`src/rtl/isingm_pkg.sv`:
```
// Shared constants, types and helper functions for the Ising Metropolis spin-flip block.
`default_nettype none
package isingm_pkg;

  localparam int LATTICE_WIDTH  = 8;
  localparam int LATTICE_HEIGHT = 8;
  localparam int SITE_COUNT     = LATTICE_WIDTH * LATTICE_HEIGHT;

  localparam int X_W      = $clog2(LATTICE_WIDTH);
  localparam int Y_W      = $clog2(LATTICE_HEIGHT);
  localparam int ADDR_W   = $clog2(SITE_COUNT);
  localparam int SUM_W    = $clog2(SITE_COUNT) + 2;

  localparam int COORD_IN_W  = 3;
  localparam int RAND_W      = 16;
  localparam int THRESH_W    = 17;
  localparam int OUT_SUM_W   = 8;
  localparam int IN_TDATA_W  = 24;
  localparam int OUT_TDATA_W = 16;
  localparam int CFG_INDEX_W = 1;
  localparam int NB_CNT_W    = 3;
  localparam int SEL_W       = 3;

  localparam logic REQ_ATTEMPT = 1'b0;
  localparam logic REQ_WRITE   = 1'b1;

  localparam logic [CFG_INDEX_W-1:0] CFG_THRESH_LOW  = 1'b0;
  localparam logic [CFG_INDEX_W-1:0] CFG_THRESH_HIGH = 1'b1;

  localparam logic [SEL_W-1:0] SEL_CENTRE = 3'd0;
  localparam logic [SEL_W-1:0] SEL_LEFT   = 3'd1;
  localparam logic [SEL_W-1:0] SEL_RIGHT  = 3'd2;
  localparam logic [SEL_W-1:0] SEL_UP     = 3'd3;
  localparam logic [SEL_W-1:0] SEL_DOWN   = 3'd4;

  typedef logic [X_W-1:0]    x_coord_t;
  typedef logic [Y_W-1:0]    y_coord_t;
  typedef logic [ADDR_W-1:0] site_addr_t;

  typedef struct packed {
    logic             capture;
    logic             rd_en;
    logic [SEL_W-1:0] rd_sel;
    logic             commit;
  } dp_cmd_t;

  function automatic x_coord_t wrap_x(input logic [COORD_IN_W-1:0] v);
    logic [COORD_IN_W-1:0] t;
    t = v;
    for (int i = 0; i < 3; i++) begin
      if (t >= LATTICE_WIDTH) begin
        t = t - COORD_IN_W'(LATTICE_WIDTH);
      end
    end
    return X_W'(t);
  endfunction

  function automatic y_coord_t wrap_y(input logic [COORD_IN_W-1:0] v);
    logic [COORD_IN_W-1:0] t;
    t = v;
    for (int i = 0; i < 3; i++) begin
      if (t >= LATTICE_HEIGHT) begin
        t = t - COORD_IN_W'(LATTICE_HEIGHT);
      end
    end
    return Y_W'(t);
  endfunction

  function automatic site_addr_t site_addr(input x_coord_t x, input y_coord_t y);
    return ADDR_W'(y) * ADDR_W'(LATTICE_WIDTH) + ADDR_W'(x);
  endfunction

endpackage
`default_nettype wire

```
`src/rtl/isingm_ram.sv`:
```
// Generic single-port-write, single-port-read RAM with registered read data.
`default_nettype none
module isingm_ram #(
  parameter int WIDTH = 1,
  parameter int DEPTH = 64
) (
  input  wire logic                     clk,
  input  wire logic                     we,
  input  wire logic [$clog2(DEPTH)-1:0] waddr,
  input  wire logic [WIDTH-1:0]         wdata,
  input  wire logic                     re,
  input  wire logic [$clog2(DEPTH)-1:0] raddr,
  output logic      [WIDTH-1:0]         rdata
);

  logic [WIDTH-1:0] mem [DEPTH];

  always_ff @(posedge clk) begin
    if (we) begin
      mem[waddr] <= wdata;
    end
    if (re) begin
      rdata <= mem[raddr];
    end
  end

endmodule
`default_nettype wire

```
`src/rtl/isingm_ctrl.sv`:
```
// Controller state machine: input and output handshakes and read sequencing.
`default_nettype none
module isingm_ctrl (
  input  wire logic                clk,
  input  wire logic                rst,
  input  wire logic                in_valid,
  output logic                     in_ready,
  output logic                     out_valid,
  input  wire logic                out_ready,
  output isingm_pkg::dp_cmd_t      cmd
);

  localparam logic [1:0] ST_IDLE   = 2'd0;
  localparam logic [1:0] ST_READ   = 2'd1;
  localparam logic [1:0] ST_LAST   = 2'd2;
  localparam logic [1:0] ST_COMMIT = 2'd3;

  logic [1:0]                       state;
  logic [1:0]                       state_next;
  logic [isingm_pkg::SEL_W-1:0]     cnt;
  logic [isingm_pkg::SEL_W-1:0]     cnt_next;
  logic                             out_valid_next;
  logic                             out_free;

  assign in_ready = (state == ST_IDLE);
  assign out_free = !out_valid || out_ready;

  always_comb begin
    state_next     = state;
    cnt_next       = cnt;
    out_valid_next = out_valid && !out_ready;
    cmd            = '0;
    cmd.rd_sel     = cnt;
    case (state)
      ST_IDLE: begin
        if (in_valid) begin
          cmd.capture = 1'b1;
          cnt_next    = isingm_pkg::SEL_CENTRE;
          state_next  = ST_READ;
        end
      end
      ST_READ: begin
        cmd.rd_en = 1'b1;
        if (cnt == isingm_pkg::SEL_DOWN) begin
          state_next = ST_LAST;
        end else begin
          cnt_next = cnt + 1'b1;
        end
      end
      ST_LAST: begin
        state_next = ST_COMMIT;
      end
      ST_COMMIT: begin
        if (out_free) begin
          cmd.commit     = 1'b1;
          out_valid_next = 1'b1;
          state_next     = ST_IDLE;
        end
      end
      default: begin
        state_next = ST_IDLE;
      end
    endcase
  end

  always_ff @(posedge clk) begin
    if (rst) begin
      state     <= ST_IDLE;
      cnt       <= isingm_pkg::SEL_CENTRE;
      out_valid <= 1'b0;
    end else begin
      state     <= state_next;
      cnt       <= cnt_next;
      out_valid <= out_valid_next;
    end
  end

endmodule
`default_nettype wire

```
`src/rtl/isingm_datapath.sv`:
```
// Datapath: lattice store, neighbour count, acceptance test, spin sum and result register.
`default_nettype none
module isingm_datapath (
  input  wire logic                                    clk,
  input  wire logic                                    rst,
  input  wire isingm_pkg::dp_cmd_t                     cmd,
  input  wire logic                                    in_req,
  input  wire logic [isingm_pkg::COORD_IN_W-1:0]       in_x,
  input  wire logic [isingm_pkg::COORD_IN_W-1:0]       in_y,
  input  wire logic [isingm_pkg::RAND_W-1:0]           in_rand,
  input  wire logic                                    in_spin,
  input  wire logic                                    cfg_we,
  input  wire logic [isingm_pkg::CFG_INDEX_W-1:0]      cfg_idx,
  input  wire logic [isingm_pkg::THRESH_W-1:0]         cfg_wdata,
  output logic                                         res_flipped,
  output logic                                         res_spin,
  output logic signed [isingm_pkg::OUT_SUM_W-1:0]      res_sum
);

  logic                                   req_q;
  isingm_pkg::x_coord_t                   x_q;
  isingm_pkg::y_coord_t                   y_q;
  logic [isingm_pkg::RAND_W-1:0]          rnd_q;
  logic                                   sv_q;
  logic [isingm_pkg::THRESH_W-1:0]        thresh_low;
  logic [isingm_pkg::THRESH_W-1:0]        thresh_high;
  logic [isingm_pkg::SITE_COUNT-1:0]      written;
  logic signed [isingm_pkg::SUM_W-1:0]    total;
  logic signed [isingm_pkg::SUM_W-1:0]    total_next;
  logic                                   pend;
  logic [isingm_pkg::SEL_W-1:0]           pend_sel;
  logic                                   vld_q;
  logic [0:0]                             ram_q;
  logic                                   rd_spin;
  logic                                   centre_q;
  logic [isingm_pkg::NB_CNT_W-1:0]        up_cnt;
  logic [isingm_pkg::NB_CNT_W-1:0]        agree;
  isingm_pkg::site_addr_t                 centre_addr;
  isingm_pkg::site_addr_t                 rd_addr;
  isingm_pkg::x_coord_t                   x_left;
  isingm_pkg::x_coord_t                   x_right;
  isingm_pkg::y_coord_t                   y_up;
  isingm_pkg::y_coord_t                   y_down;
  logic                                   accept;
  logic                                   flip;
  logic                                   new_spin;

  assign x_left  = (x_q == '0) ? isingm_pkg::X_W'(isingm_pkg::LATTICE_WIDTH - 1)
                               : x_q - 1'b1;
  assign x_right = (x_q == isingm_pkg::X_W'(isingm_pkg::LATTICE_WIDTH - 1)) ? '0
                               : x_q + 1'b1;
  assign y_down  = (y_q == '0) ? isingm_pkg::Y_W'(isingm_pkg::LATTICE_HEIGHT - 1)
                               : y_q - 1'b1;
  assign y_up    = (y_q == isingm_pkg::Y_W'(isingm_pkg::LATTICE_HEIGHT - 1)) ? '0
                               : y_q + 1'b1;

  assign centre_addr = isingm_pkg::site_addr(x_q, y_q);

  always_comb begin
    case (cmd.rd_sel)
      isingm_pkg::SEL_CENTRE: rd_addr = centre_addr;
      isingm_pkg::SEL_LEFT:   rd_addr = isingm_pkg::site_addr(x_left, y_q);
      isingm_pkg::SEL_RIGHT:  rd_addr = isingm_pkg::site_addr(x_right, y_q);
      isingm_pkg::SEL_UP:     rd_addr = isingm_pkg::site_addr(x_q, y_up);
      isingm_pkg::SEL_DOWN:   rd_addr = isingm_pkg::site_addr(x_q, y_down);
      default:                rd_addr = centre_addr;
    endcase
  end

  isingm_ram #(
    .WIDTH (1),
    .DEPTH (isingm_pkg::SITE_COUNT)
  ) u_lattice (
    .clk   (clk),
    .we    (cmd.commit && flip),
    .waddr (centre_addr),
    .wdata (new_spin),
    .re    (cmd.rd_en),
    .raddr (rd_addr),
    .rdata (ram_q)
  );

  // A site never written still holds its reset spin, which is up.
  assign rd_spin = vld_q ? ram_q[0] : 1'b1;

  // Number of neighbours whose spin matches the centre; the energy product is 2*agree - 4.
  assign agree = centre_q ? up_cnt : isingm_pkg::NB_CNT_W'(4) - up_cnt;

  always_comb begin
    if (agree == isingm_pkg::NB_CNT_W'(4)) begin
      accept = {1'b0, rnd_q} < thresh_high;
    end else if (agree == isingm_pkg::NB_CNT_W'(3)) begin
      accept = {1'b0, rnd_q} < thresh_low;
    end else begin
      accept = 1'b1;
    end
  end

  assign flip       = (req_q == isingm_pkg::REQ_WRITE) ? (sv_q != centre_q) : accept;
  assign new_spin   = centre_q ^ flip;
  assign total_next = flip ? (new_spin ? total + isingm_pkg::SUM_W'(2)
                                       : total - isingm_pkg::SUM_W'(2))
                           : total;

  always_ff @(posedge clk) begin
    if (rst) begin
      thresh_low  <= '0;
      thresh_high <= '0;
      written     <= '0;
      total       <= isingm_pkg::SUM_W'(isingm_pkg::SITE_COUNT);
      pend        <= 1'b0;
    end else begin
      if (cfg_we) begin
        case (cfg_idx)
          isingm_pkg::CFG_THRESH_LOW:  thresh_low  <= cfg_wdata;
          isingm_pkg::CFG_THRESH_HIGH: thresh_high <= cfg_wdata;
          default: ;
        endcase
      end
      pend <= cmd.rd_en;
      if (cmd.commit && flip) begin
        written[centre_addr] <= 1'b1;
        total                <= total_next;
      end
    end
  end

  always_ff @(posedge clk) begin
    if (cmd.capture) begin
      req_q  <= in_req;
      x_q    <= isingm_pkg::wrap_x(in_x);
      y_q    <= isingm_pkg::wrap_y(in_y);
      rnd_q  <= in_rand;
      sv_q   <= in_spin;
      up_cnt <= '0;
    end else if (pend) begin
      if (pend_sel == isingm_pkg::SEL_CENTRE) begin
        centre_q <= rd_spin;
      end else begin
        up_cnt <= up_cnt + isingm_pkg::NB_CNT_W'(rd_spin);
      end
    end
    if (cmd.rd_en) begin
      pend_sel <= cmd.rd_sel;
      vld_q    <= written[rd_addr];
    end
    if (cmd.commit) begin
      res_flipped <= flip;
      res_spin    <= new_spin;
      res_sum     <= isingm_pkg::OUT_SUM_W'(total_next);
    end
  end

endmodule
`default_nettype wire

```
`src/rtl/ising_metropolis_spin_flip.sv`:
```
// Top level of the Ising Metropolis spin-flip block: port packing, controller and datapath.
//
//   Channel   Direction  Handshake                    Contents
//   s_axis    in         s_axis_tvalid/s_axis_tready  one request word (tuser: kind)
//   m_axis    out        m_axis_tvalid/m_axis_tready  one result word per request
//   cfg       in         cfg_valid/cfg_ready          threshold register write
//
// Each request passes through five reads of the single-read-port lattice RAM, a wait for
// the last read data and a commit before the next request is accepted.
// The result word is registered at the commit.
// A held result stalls the commit, and no new request is taken until the commit is done.
// Reset leaves every spin up, the spin sum at the site count and both thresholds at zero.
`default_nettype none
module ising_metropolis_spin_flip (
  input  wire logic                                  clk,
  input  wire logic                                  rst,
  input  wire logic                                  s_axis_tvalid,
  output logic                                       s_axis_tready,
  // [2:0] site_x, [5:3] site_y, [21:6] rand_value, [22] spin_value, [23] zero
  input  wire logic [isingm_pkg::IN_TDATA_W-1:0]     s_axis_tdata,
  // [0] req_type
  input  wire logic                                  s_axis_tuser,
  output logic                                       m_axis_tvalid,
  input  wire logic                                  m_axis_tready,
  // [0] flipped, [1] site_spin, [9:2] spin_sum, [15:10] zero
  output logic [isingm_pkg::OUT_TDATA_W-1:0]         m_axis_tdata,
  input  wire logic                                  cfg_valid,
  output logic                                       cfg_ready,
  input  wire logic [isingm_pkg::CFG_INDEX_W-1:0]    cfg_index,
  input  wire logic [isingm_pkg::THRESH_W-1:0]       cfg_data
);

  isingm_pkg::dp_cmd_t                        cmd;
  logic                                       res_flipped;
  logic                                       res_spin;
  logic signed [isingm_pkg::OUT_SUM_W-1:0]    res_sum;

  assign cfg_ready = 1'b1;

  isingm_ctrl u_ctrl (
    .clk       (clk),
    .rst       (rst),
    .in_valid  (s_axis_tvalid),
    .in_ready  (s_axis_tready),
    .out_valid (m_axis_tvalid),
    .out_ready (m_axis_tready),
    .cmd       (cmd)
  );

  isingm_datapath u_datapath (
    .clk         (clk),
    .rst         (rst),
    .cmd         (cmd),
    .in_req      (s_axis_tuser),
    .in_x        (s_axis_tdata[2:0]),
    .in_y        (s_axis_tdata[5:3]),
    .in_rand     (s_axis_tdata[21:6]),
    .in_spin     (s_axis_tdata[22]),
    .cfg_we      (cfg_valid && cfg_ready),
    .cfg_idx     (cfg_index),
    .cfg_wdata   (cfg_data),
    .res_flipped (res_flipped),
    .res_spin    (res_spin),
    .res_sum     (res_sum)
  );

  assign m_axis_tdata = {6'd0, res_sum, res_spin, res_flipped};

endmodule
`default_nettype wire

```
`config.mk`:
```
export PLATFORM = sky130hd
export DESIGN_NAME = ising_metropolis_spin_flip
export DESIGN_NICKNAME = d
export VERILOG_FILES = /design/src/rtl/isingm_pkg.sv /design/src/rtl/isingm_ram.sv /design/src/rtl/isingm_ctrl.sv /design/src/rtl/isingm_datapath.sv /design/src/rtl/ising_metropolis_spin_flip.sv
export SDC_FILE = /design/constraint.sdc
export NUM_CORES = 1
export LEC_CHECK = 0
export BUFFER_PORTS_ARGS = -buffer_cell sky130_fd_sc_hd__buf_2
export CELL_PAD_IN_SITES_DETAIL_PLACEMENT = 1
export CELL_PAD_IN_SITES_GLOBAL_PLACEMENT = 2
export CORE_ASPECT_RATIO = 1.1
export CORE_MARGIN = 5
export CORE_UTILIZATION = 30
export CTS_BUF_LIST = sky130_fd_sc_hd__clkbuf_8
export DETAILED_ROUTE_END_ITERATION = 12
export GPL_ROUTABILITY_DRIVEN = 0
export HOLD_SLACK_MARGIN = 0.12
export PLACE_DENSITY = 0.6
export SYNTH_ARGS = -nofsm -noshare
export SYNTH_HDL_FRONTEND = slang
export SYNTH_HIERARCHICAL = 1
export SYNTH_SLANG_ARGS = --single-unit
```
`constraint.sdc`:
```
create_clock -name clk -period 13.2 [get_ports clk]
set_clock_uncertainty 0.05 [all_clocks]
set_input_delay 1.98 -clock clk [delete_from_list [all_inputs] [get_ports clk]]
set_output_delay 1.98 -clock clk [all_outputs]
set_load 0.01 [all_outputs]
```
# Word-level counts from Yosys, hierarchy flattened
# Memory sizes are Yosys's and may differ from the RTL's. A register that Yosys moved wholly into a read port is not among the register bits.
# Index checks and enable logic that the tools add are counted.
[op_classes]
n_addsub = 14
n_mul = 0
div = 0
order_cmp = 5
eq_ne = 16
shifts = 0
n_mux = 32
bitwise_logic = 5
n_reduce_logical = 17
[ops]
columns = ["op", "n"]
rows = [
  ["bitwise OR 64 bit", 1],
  ["less-than comparator 16 x 17 -> 1 bit", 2],
  ["adder 6 x 3 -> 6 bit", 5],
  ["case mux 6 bit (4 select lines)", 1],
  ["2-to-1 mux 3 bit", 7],
  ["2-to-1 mux 8 bit", 2],
  ["2-to-1 mux 1 bit", 15],
  ["less-than comparator 6 x 7 -> 1 bit (second input constant)", 2],
  ["equality test 3 bit (second input constant)", 4],
  ["adder 3 x 1 -> 3 bit (second input constant)", 3],
  ["equality test 3 x 2 -> 1 bit (second input constant)", 3],
  ["logical NOT 3 bit", 3],
  ["AND reduction 3 bit", 3],
  ["adder 8 x 3 -> 8 bit (second input constant)", 1],
  ["case mux 2 bit (4 select lines)", 1],
  ["subtractor 8 x 3 -> 8 bit (second input constant)", 1],
  ["binary-select mux 1 bit (select 6 bit)", 1],
  ["demux 1 bit (select 6 bit)", 1],
  ["greater-or-equal comparator 6 x 1 -> 1 bit (second input constant)", 1],
  ["2-to-1 mux 2 bit", 3],
  ["case mux 3 bit (2 select lines)", 1],
  ["AND reduction 2 bit", 3],
  ["subtractor 3 x 1 -> 3 bit (second input constant)", 2],
  ["equality test 2 bit (second input constant)", 2],
  ["14 further kinds", 21],
]
[totals]
regBits = 155
latch_bits = 0
ramBits = 64
mem_bits_ro = 0
memories = 1
[memory_table]
columns = ["name", "depth", "word_bits", "read_ports", "rd_ports_with_merged_regs", "write_ports", "line", "rtl"]
rows = [
  ["u_datapath.u_lattice.mem", 64, 1, 1, 1, 1, "isingm_ram.sv:16", "logic [WIDTH-1:0] mem [DEPTH];"],
]

# Depth between registers and ports, before layout
# Gate-level depths: netlist (run 1).
[depth]
depth_word = 9
depth_mapped = 18

# By module
# The synthesis (run 1) kept the hierarchy.
[by_module_without_submodules]
columns = ["module", "n_inst", "cells_each", "area_per_inst_um2", "seq_area_each_um2"]
rows = [
  ["isingm_datapath", 1, 749, 7013.0, 3323.2],
  ["isingm_ram", 1, 204, 2924.1, 1951.9],
  ["isingm_ctrl", 1, 48, 402.9, 120.1],
  ["ising_metropolis_spin_flip", 1, 11, 75.1, 0.0],
]

# Worst setup path before layout (run 1)
# OpenSTA, ideal clock, no wires.
[synth_timing]
path_kind = "register to register"
startpoint = "register u_datapath/up_cnt[1] in the netlist's numbering"
endpoint = "register u_datapath/res_sum[7] in the netlist's numbering (data pin)"
arrival_time_ps = 4107
required_ps = 12892
path_slack_ps = 8786
stages_incl_launch_ff = 19
synth_period_minus_slack_ps = 4414
cell_sequence = "dfxtp_1 -> inv_1 -> ha_1 -> or3b_1 -> a21oi_1 -> o21ai_1 -> a2111o_1 -> o2111a_1 -> nor3_4 -> xnor2_1 -> ha_1 -> nor2_1 -> nand2_1 -> nor2_1 -> a21oi_1 -> o22ai_1 -> a32oi_1 -> nand2b_1 -> xnor2_1"
[synth_between]
elab_chain_cells = 9
[synth_rtl]
columns = ["element", "line", "rtl"]
rows = [
  ["start: declaration", "isingm_datapath.sv:36", "logic [isingm_pkg::NB_CNT_W-1:0] up_cnt;"],
  ["start signal: assignment", "isingm_datapath.sv:140", "up_cnt <= up_cnt + isingm_pkg::NB_CNT_W'(rd_spin);"],
  ["subtractor 3 bit", "isingm_datapath.sv:87", "assign agree = centre_q ? up_cnt : isingm_pkg::NB_CNT_W'(4) - up_cnt;"],
  ["2-to-1 mux 3 bit (*)", "isingm_datapath.sv:87", ""],
  ["equality test 3 x 2 -> 1 bit", "isingm_datapath.sv:92", "end else if (agree == isingm_pkg::NB_CNT_W'(3)) begin"],
  ["2-to-1 mux 1 bit", "isingm_datapath.sv:92", ""],
  ["2-to-1 mux 1 bit (*)", "isingm_datapath.sv:90", "if (agree == isingm_pkg::NB_CNT_W'(4)) begin"],
  ["2-to-1 mux 1 bit (*)", "isingm_datapath.sv:99", "assign flip = (req_q == isingm_pkg::REQ_WRITE) ? (sv_q != centre_q) : accept;"],
  ["XOR 1 bit (*)", "isingm_datapath.sv:100", "assign new_spin = centre_q ^ flip;"],
  ["via u_datapath.new_spin", "isingm_datapath.sv:46", "logic new_spin;"],
  ["2-to-1 mux 8 bit (*) (2 in a row)", "isingm_datapath.sv:101", "assign total_next = flip ? (new_spin ? total + isingm_pkg::SUM_W'(2)"],
  ["via u_datapath.total_next, one bit", "isingm_datapath.sv:29", "logic signed [isingm_pkg::SUM_W-1:0] total_next;"],
  ["end signal: assignment", "isingm_datapath.sv:150", "res_sum <= isingm_pkg::OUT_SUM_W'(total_next);"],
  ["end: declaration", "isingm_datapath.sv:17", "output logic signed [isingm_pkg::OUT_SUM_W-1:0] res_sum"],
]
# Mark *: on every way through the listed nets, which the timed path passes. The rest lies on a longest branch.
# A chain may end at the register's enable or synchronous reset.

# Worst setup path in the final report (run 1)
[layout_timing]
startpoint = "register u_datapath/rnd_q[10] in the netlist's numbering"
endpoint = "register u_datapath/res_sum[7] in the netlist's numbering (data pin)"
[layout_between]
elab_chain_cells = 7
[layout_rtl]
columns = ["element", "line", "rtl"]
rows = [
  ["start: declaration", "isingm_datapath.sv:23", "logic [isingm_pkg::RAND_W-1:0] rnd_q;"],
  ["start signal: assignment", "isingm_datapath.sv:133", "rnd_q <= in_rand;"],
  ["less-than comparator 16 x 17 -> 1 bit", "isingm_datapath.sv:93", "accept = {1'b0, rnd_q} < thresh_low;"],
  ["2-to-1 mux 1 bit", "isingm_datapath.sv:92", ""],
  ["2-to-1 mux 1 bit (*)", "isingm_datapath.sv:90", ""],
  ["2-to-1 mux 1 bit (*)", "isingm_datapath.sv:99", ""],
  ["XOR 1 bit (*)", "isingm_datapath.sv:100", ""],
  ["via u_datapath.new_spin", "isingm_datapath.sv:46", ""],
  ["2-to-1 mux 8 bit (*) (2 in a row)", "isingm_datapath.sv:101", ""],
  ["via u_datapath.total_next, one bit", "isingm_datapath.sv:29", ""],
]
# Marks and branches as above.

==> results_tabular.tex, run 1 <==
\begin{tabular}{lr}
\hline
Metric & Value \\
\hline
\multicolumn{2}{l}{\textbf{Setup path}} \\
Crit. End Element & flip-flop \\
WP data required & 13.49 ns \\
Arrival time at the worst endpoint & 4.66 ns \\
Peak fanout along the critical path & 74 \\
Startpoint kind of the worst setup timing path & flip-flop \\
Critical path class & reg2reg \\
\multicolumn{2}{l}{\textbf{Clock network}} \\
Insertion delay of the later-clocked pin in the worst-skew pair & 0.60 ns \\
Number of clock buffers inserted by TritonCTS & 41 \\
Clock net sink count & 218 \\
Longest Clk Path Bufs & 3 \\
Post-CTS Resized & 0 \\
H-tree levels & 2 \\
Clock tree from TritonCTS & done \\
Post-CTS setup-driven buffer insertion count & 0 \\
Clock slew seen by the registers of the worst setup and hold paths & 0.06 ns \\
Clock root buffer & sky130\_fd\_sc\_hd\_\_clkbuf\_8 \\
Quantity of hold-fixing buffers added after cts & 0 \\
\multicolumn{2}{l}{\textbf{Drt}} \\
DRC violation total after the first TritonRoute iteration & 293 \\
Routed vias & 7,615 \\
\# DRC & 0 \\
Per-cell via count in the routed design & 4.95 \\
Post-DR wirelength/cell & 18.1 um \\
Drt first pass iters & 4 \\
Routed Wire Length & 27,800 um \\
Number of nets with antenna violations after routing & 0 \\
\multicolumn{2}{l}{\textbf{Power and ir drop}} \\
Switching Share & 33.3\% \\
Power Dens Cells & 169 mW/mm\^{}2 \\
Internal Dissipation & 1350 uW \\
Clk pwr share & 33.3\% \\
Net switching power & 671 uW \\
Standby leakage power & 0.00433 uW \\
Portion of total power attributed to sequential cells & 40.8\% \\
Maximum vdd ir drop & 0.0800 mV \\
Combinational group share of total power & 25.9\% \\
\multicolumn{2}{l}{\textbf{Run status}} \\
Outcome & complete, no violations \\
\multicolumn{2}{l}{\textbf{Yosys}} \\
Post-synth EDFFs & 103 \\
Share of flip-flops with an asynchronous set or reset & 0\% \\
Proportion of synthesized chip area in sequential cells & 51.8\% \\
Post-synthesis instance total & 1,012 \\
Register bit count reported by yosys & 218 \\
Warnings from Yosys & 6 \\
Most used flip-flop cell after synthesis & sky130\_fd\_sc\_hd\_\_dfxtp\_1 \\
Per-instance average area after synthesis & 10.3 um\^{}2 \\
Combined area of all synthesized cells & 0.0104 mm\^{}2 \\
Post-synth cell types & 75 \\
\multicolumn{2}{l}{\textbf{Timing}} \\
Number of hold violations in the final report & 0 \\
Sum Neg Setup Slack & 0 ns \\
Post-route minimum period & 4.38 ns \\
Relative slew slack & 32.6\% \\
Fin crit share & 33.2\% \\
Final number of setup-violating endpoints & 0 \\
Actual slew at the worst max-slew pin & 1.01 ns \\
Number of pins exceeding their max-slew limit in the final report & 0 \\
RSZ-0062 raised after global routing & no \\
Highest clock frequency the design can meet & 229 MHz \\
Hold slack & 0.404 ns \\
\multicolumn{2}{l}{\textbf{Cells and area}} \\
Final cell count without fillers & 1,539 \\
Count of antenna diodes in the layout & 0 \\
Count of nets after finishing & 1,166 \\
Area Growth Syn to Fin & 14.3\% \\
Fraction of final layout cells with drive strength greater than 1 & 15.7\% \\
Fill cell total of the finished layout & 3,882 \\
Top library cells by usage in the layout, fill and taps aside & sky130\_fd\_sc\_hd\_\_nor2\_1 (158), sky130\_fd\_sc\_hd\_\_a21oi\_1 (130), sky130\_fd\_sc\_hd\_\_dfxtp\_1 (115) \\
Most common cell after layout, fill and taps aside & sky130\_fd\_sc\_hd\_\_nor2\_1 \\
\multicolumn{2}{l}{\textbf{Global routing}} \\
Maximum number of pins on one net before global-route repair & 89 \\
Tot GR Track Use & 14.5\% \\
Number of antenna violations at the first check in global routing & 0 \\
Wire length of the first global-routing pass & 44,000 um \\
Via count of the first global-routing pass & 7,919 \\
Total global routing overflow & 0 \\
\multicolumn{2}{l}{\textbf{Run}} \\
Number of max-capacitance violations reported & 0 \\
\multicolumn{2}{l}{\textbf{Die}} \\
\# IOs & 67 \\
Die H & 205 um \\
FP Rows & 71 \\
Width of the die & 188 um \\
DIE AREA & 0.0385 mm\^{}2 \\
Starting Density & 30.4\% \\
Area of the placeable core & 0.0343 mm\^{}2 \\
\multicolumn{2}{l}{\textbf{Min path}} \\
Tightest Hold Check Type & reg2reg \\
\multicolumn{2}{l}{\textbf{Place}} \\
Number of buffer cells added on primary ports & 57 \\
HPWL reported at the end of detailed placement & 17,300 um \\
Inst Count DP & 1,464 \\
\hline
\end{tabular}
[cells by family (layout without fill, tap and decap cells)]
| logic type | count (synthesis) | in the layout | synth area share, % |
|---|---|---|---|
| compound gates | 188 | 188 | 10.9 |
| buf+inv | 108 | 192 | 4.55 |
| mux | 66 | 66 | 9.42 |
| xor+xnor | 12 | 12 | 1.01 |
| simple gates | 368 | 368 | 16.3 |
| flops | 218 | 218 | 51.8 |
| fa+ha+maj | 49 | 49 | 5.89 |
| other cells | 3 | 8 | 0.108 |
[worst paths after layout]
check | startpoint | to | slack, ns | cells after the start
hold reg to reg | u_datapath/thresh_low[15] | u_datapath/thresh_low[15] | 0.40 | 2
setup / recovery | u_datapath/rnd_q[10] | u_datapath/res_sum[7] | 8.82 | 18
setup reg to reg | u_datapath/rnd_q[10] | u_datapath/res_sum[7] | 8.82 | 18
hold / removal | u_datapath/thresh_low[15] | u_datapath/thresh_low[15] | 0.40 | 2
[synthesized netlist by cell type (4+ instances only)]
library cell	number	area (um^2)
sky130_fd_sc_hd__a211oi_1	6	45.0
sky130_fd_sc_hd__a21oi_1	130	651
sky130_fd_sc_hd__and3_1	5	31.3
sky130_fd_sc_hd__buf_2	6	30.0
sky130_fd_sc_hd__buf_4	12	90.1
sky130_fd_sc_hd__clkbuf_1	37	139
sky130_fd_sc_hd__dfxtp_1	115	2300
sky130_fd_sc_hd__edfxtp_1	103	3090
sky130_fd_sc_hd__ha_1	49	613
sky130_fd_sc_hd__inv_1	47	176
sky130_fd_sc_hd__mux2_2	5	56.3
sky130_fd_sc_hd__mux2i_1	38	380
sky130_fd_sc_hd__mux4_1	7	184
sky130_fd_sc_hd__mux4_2	15	338
sky130_fd_sc_hd__nand2_1	103	387
sky130_fd_sc_hd__nand2b_1	12	75.1
sky130_fd_sc_hd__nand3_1	20	100
sky130_fd_sc_hd__nand3b_1	4	30.0
sky130_fd_sc_hd__nand4_1	9	56.3
sky130_fd_sc_hd__nor2_1	158	593
sky130_fd_sc_hd__nor2b_1	12	75.1
sky130_fd_sc_hd__nor3_1	10	50.1
sky130_fd_sc_hd__o211ai_1	4	30.0
sky130_fd_sc_hd__o21ai_0	10	50.1
sky130_fd_sc_hd__o21ai_1	4	20.0
sky130_fd_sc_hd__or3_1	6	37.5
sky130_fd_sc_hd__xnor2_1	10	87.6
[critical path, stage by stage (launching register included)]
cell,delay [ns]
sky130_fd_sc_hd__edfxtp_1,0.42
sky130_fd_sc_hd__ha_1,0.34
sky130_fd_sc_hd__a211oi_1,0.20
sky130_fd_sc_hd__nor2_1,0.10
sky130_fd_sc_hd__a2111oi_2,0.46
sky130_fd_sc_hd__o2111a_1,0.37
sky130_fd_sc_hd__o41ai_2,0.11
sky130_fd_sc_hd__nor3_4,0.12
sky130_fd_sc_hd__buf_4,0.55
sky130_fd_sc_hd__xnor2_1,0.14
sky130_fd_sc_hd__ha_1,0.26
sky130_fd_sc_hd__nor2_1,0.10
sky130_fd_sc_hd__nand2_1,0.08
sky130_fd_sc_hd__nor2_1,0.14
sky130_fd_sc_hd__a21oi_1,0.06
sky130_fd_sc_hd__o22ai_1,0.16
sky130_fd_sc_hd__a32oi_1,0.11
sky130_fd_sc_hd__nand2b_1,0.19
sky130_fd_sc_hd__xnor2_1,0.13
[state kept, by name (all words and copies together) (netlist names)]
signal / flops
u_ctrl/cnt: 3
u_ctrl/out_valid: 1
u_ctrl/state: 2
u_datapath/centre_q: 1
u_datapath/pend: 1
u_datapath/pend_sel: 3
u_datapath/req_q: 1
u_datapath/res_flipped: 1
u_datapath/res_spin: 1
u_datapath/res_sum: 7
u_datapath/rnd_q: 16
u_datapath/sv_q: 1
u_datapath/thresh_high: 17
u_datapath/thresh_low: 17
u_datapath/total: 7
u_datapath/u_lattice/mem: 64
u_datapath/u_lattice/rdata: 1
u_datapath/up_cnt: 3
u_datapath/vld_q: 1
u_datapath/written: 64
u_datapath/x_q: 3
u_datapath/y_q: 3
[layout make-up]
type	instances	area, um^2	share of cell area (%)
flip-flops and latches	218	5400	45.3
well taps	438	548	4.60
clock buffers	46	633	5.32
repair buffers	67	363	3.05
clock inverters	29	201	1.69
inverters	50	188	1.58
multi-input cells	691	4580	38.4
[routing by layer]
layer	GRT usage [%]	part of all wire [%]	vias to the layer above
li1	-	-	3693
met1	18.4	45	3761
met2	24.7	49	124
met3	3.75	4.6	37
met4	3.78	1.6	0
met5	0	0	-
[power by group through the flow]
stage          logic, uW  clock network, uW  registers (uW)
6_report             522                672             823
5_1_grt              583                741             829
4_1_cts              537                710             824
3_5_place_dp         535                  0             838
3_3_place_gp         531                  0             838
2_1_floorplan        391                  0             823
[per-stage QoR]
step                      power [uW]  worst slack, ns  cell area, um^2  utilization, %
after floorplan                 1210             8.79            10400               -
after global routing            2150             8.30            11900            34.7
final                           2020             8.82            11900            34.7
after detailed placement        1370             8.70            11100            32.3
after CTS                       2070             8.68            11900            34.7
after global placement          1370             8.74            11100            32.3
No activity file was read; power rests on OpenSTA's default activity.
==> run 2: changes to the inputs <==
--- a/config.mk
+++ b/config.mk
@@ -15,7 +15,7 @@
 export DETAILED_ROUTE_END_ITERATION = 12
 export GPL_ROUTABILITY_DRIVEN = 0
 export HOLD_SLACK_MARGIN = 0.12
-export PLACE_DENSITY = 0.6
+export PLACE_DENSITY = 0.62
 export SYNTH_ARGS = -nofsm -noshare
 export SYNTH_HDL_FRONTEND = slang
 export SYNTH_HIERARCHICAL = 1
==> constraint.sdc (replaced) <==
create_clock -name clk -period 3.5 [get_ports clk]
set_clock_uncertainty 0.05 [all_clocks]
set_input_delay 0.525 -clock clk [delete_from_list [all_inputs] [get_ports clk]]
set_output_delay 0.525 -clock clk [all_outputs]
set_load 0.01 [all_outputs]
==> results_tabular.tex, run 2 (same netlist as run 1, synthesis figures left out) <==
\begin{tabular}{lr}
\hline
Metric & Value \\
\hline
\multicolumn{2}{l}{\textbf{Run status}} \\
Outcome & finished with violations \\
Violated checks & setup timing \\
\multicolumn{2}{l}{\textbf{Clock network}} \\
Longest Clk Path Bufs & 3 \\
Clock tree from TritonCTS & done \\
H-tree levels & 2 \\
Insertion delay of the later-clocked pin in the worst-skew pair & 0.57 ns \\
Number of clock buffers inserted by TritonCTS & 41 \\
Clock root buffer & sky130\_fd\_sc\_hd\_\_clkbuf\_8 \\
Clock slew seen by the registers of the worst setup and hold paths & 0.05 ns \\
Clock net sink count & 218 \\
\multicolumn{2}{l}{\textbf{Die}} \\
DIE AREA & 0.0385 mm\^{}2 \\
Area of the placeable core & 0.0343 mm\^{}2 \\
FP Rows & 71 \\
Starting Density & 30.4\% \\
Die H & 205 um \\
Width of the die & 188 um \\
\# IOs & 67 \\
\multicolumn{2}{l}{\textbf{Cells and area}} \\
Most common cell after layout, fill and taps aside & sky130\_fd\_sc\_hd\_\_nor2\_1 \\
Registers with the most flip-flops & u\_datapath/u\_lattice/mem x64, u\_datapath/written x64 \\
Area Growth Syn to Fin & 22.4\% \\
Final cell count without fillers & 1,632 \\
Count of nets after finishing & 1,259 \\
Top library cells by usage in the layout, fill and taps aside & sky130\_fd\_sc\_hd\_\_nor2\_1 (155), sky130\_fd\_sc\_hd\_\_a21oi\_1 (129), sky130\_fd\_sc\_hd\_\_dfxtp\_1 (113) \\
Fraction of final layout cells with drive strength greater than 1 & 19.8\% \\
Count of antenna diodes in the layout & 0 \\
\multicolumn{2}{l}{\textbf{Global routing}} \\
Number of antenna violations at the first check in global routing & 0 \\
Maximum number of pins on one net before global-route repair & 90 \\
Via count of the first global-routing pass & 8,276 \\
Tot GR Track Use & 14.9\% \\
Total global routing overflow & 0 \\
Wire length of the first global-routing pass & 45,600 um \\
\multicolumn{2}{l}{\textbf{Timing}} \\
Minimum setup slack in the final design & -0.0201 ns \\
Number of hold violations in the final report & 0 \\
Fin crit share & 101\% \\
Relative slew slack & 36.5\% \\
Sum Neg Setup Slack & -0.0201 ns \\
RSZ-0062 raised after global routing & yes \\
Final number of setup-violating endpoints & 1 \\
Actual slew at the worst max-slew pin & 0.946 ns \\
Post-route minimum period & 3.52 ns \\
Hold slack & 0.168 ns \\
Highest clock frequency the design can meet & 284 MHz \\
Number of pins exceeding their max-slew limit in the final report & 0 \\
\multicolumn{2}{l}{\textbf{Drt}} \\
DRC violation total after the first TritonRoute iteration & 275 \\
\# DRC & 0 \\
Number of nets with antenna violations after routing & 0 \\
Routed vias & 7,871 \\
Detail Route met3 WL & 1140 um \\
Total length of routed met2 wires & 14,100 um \\
Routed Wire Length & 28,700 um \\
Per-cell via count in the routed design & 4.82 \\
Post-DR wirelength/cell & 17.6 um \\
Drt first pass iters & 4 \\
DRT met1 WL & 12,900 um \\
Highest metal layer used by the detailed router & met4 \\
\multicolumn{2}{l}{\textbf{Setup path}} \\
Peak fanout along the critical path & 3 \\
Crit. End Element & flip-flop \\
Startpoint kind of the worst setup timing path & flip-flop \\
Arrival time at the worst endpoint & 3.97 ns \\
Critical path class & reg2reg \\
WP data required & 3.95 ns \\
\multicolumn{2}{l}{\textbf{Power and ir drop}} \\
Power Dens Cells & 598 mW/mm\^{}2 \\
Post-route total power & 7630 uW \\
Maximum vdd ir drop & 0.291 mV \\
Standby leakage power & 0.00479 uW \\
\multicolumn{2}{l}{\textbf{Place}} \\
HPWL reported at the end of detailed placement & 19,000 um \\
Inst Count DP & 1,521 \\
Number of buffer cells added on primary ports & 57 \\
\multicolumn{2}{l}{\textbf{Min path}} \\
Tightest Hold Check Type & in2reg \\
\multicolumn{2}{l}{\textbf{Run}} \\
Number of max-capacitance violations reported & 0 \\
\hline
\end{tabular}
run 2: cell count changes in the layout (fill, tap and decap cells not counted), moves of 7 or more:
cell / delta
sky130_fd_sc_hd__buf_12: +7
sky130_fd_sc_hd__clkinv_2: -8
sky130_fd_sc_hd__inv_1: +11
sky130_fd_sc_hd__buf_4: +53
sky130_fd_sc_hd__dlygate4sd3_1: +33
run 2: report_power, final:
group	leakage (uW)	switching, uW	internal, uW
Combinational	0.00246	1330	986
Clock	0.000454	1090	1140
Sequential	0.00187	119	2960
Total	0.00479	2540	5090
run 2: path summary, 6_finish.rpt:
kind / end / from / depth (start not counted) / slack (ns)
worst max register to register: u_datapath/total[7] / u_datapath/rnd_q[14] / 16 / -0.02
worst min register to register: u_datapath/thresh_low[14] / u_datapath/thresh_low[14] / 2 / 0.40
worst max-delay path: u_datapath/total[7] / u_datapath/rnd_q[14] / 16 / -0.02
worst min-delay path: u_datapath/thresh_high[1] / cfg_data[1] / 3 / 0.17
run 2: cell type report:
type	instances	area, um^2
fill	3840	21500
clock buffer	43	592
inverter	50	188
timing repair buffer	160	1230
clock inverter	32	136
tap	438	548
multi-input combinational	691	4650
sequential	218	5400
run 2: stage by stage:
| step | worst slack, ns | instance area, um^2 | utilization, % |
|---|---|---|---|
| after global placement | -0.149 | 11600 | 33.8 |
| after CTS | -0.0521 | 12700 | 37.0 |
| after global routing | -0.229 | 12700 | 37.2 |
| after floorplan | -0.828 | 10500 | - |
| final | -0.0201 | 12700 | 37.2 |
| after detailed placement | -0.295 | 11600 | 33.8 |
run 2: critical path, stage by stage (launching register included):
cell,delay (ns)
sky130_fd_sc_hd__edfxtp_1,0.39
sky130_fd_sc_hd__ha_1,0.33
sky130_fd_sc_hd__a21o_1,0.20
sky130_fd_sc_hd__a2111oi_4,0.40
sky130_fd_sc_hd__o2111a_2,0.35
sky130_fd_sc_hd__o2111a_1,0.26
sky130_fd_sc_hd__nor3_4,0.06
sky130_fd_sc_hd__xnor2_1,0.14
sky130_fd_sc_hd__ha_2,0.20
sky130_fd_sc_hd__nor2_2,0.07
sky130_fd_sc_hd__nand2_1,0.08
sky130_fd_sc_hd__nor2_2,0.11
sky130_fd_sc_hd__a21oi_1,0.05
sky130_fd_sc_hd__o22ai_1,0.17
sky130_fd_sc_hd__a32oi_1,0.09
sky130_fd_sc_hd__or3_1,0.40
sky130_fd_sc_hd__a21oi_1,0.12
run 2: what timing repair did:
action	4_1_cts	5_1_grt
buffers inserted	0	3
endpoints found under the hold margin	39	0
hold buffers	33	0
pin swaps	5	2
gates resized for setup	7	6
setup endpoints to repair	20	7
run 2: per-layer routing:
metal,GRT usage [%],up-vias
li1,-,3866
met1,18.7,3845
met2,26.2,119
met5,0,-
met4,4.30,0
met3,3.02,41
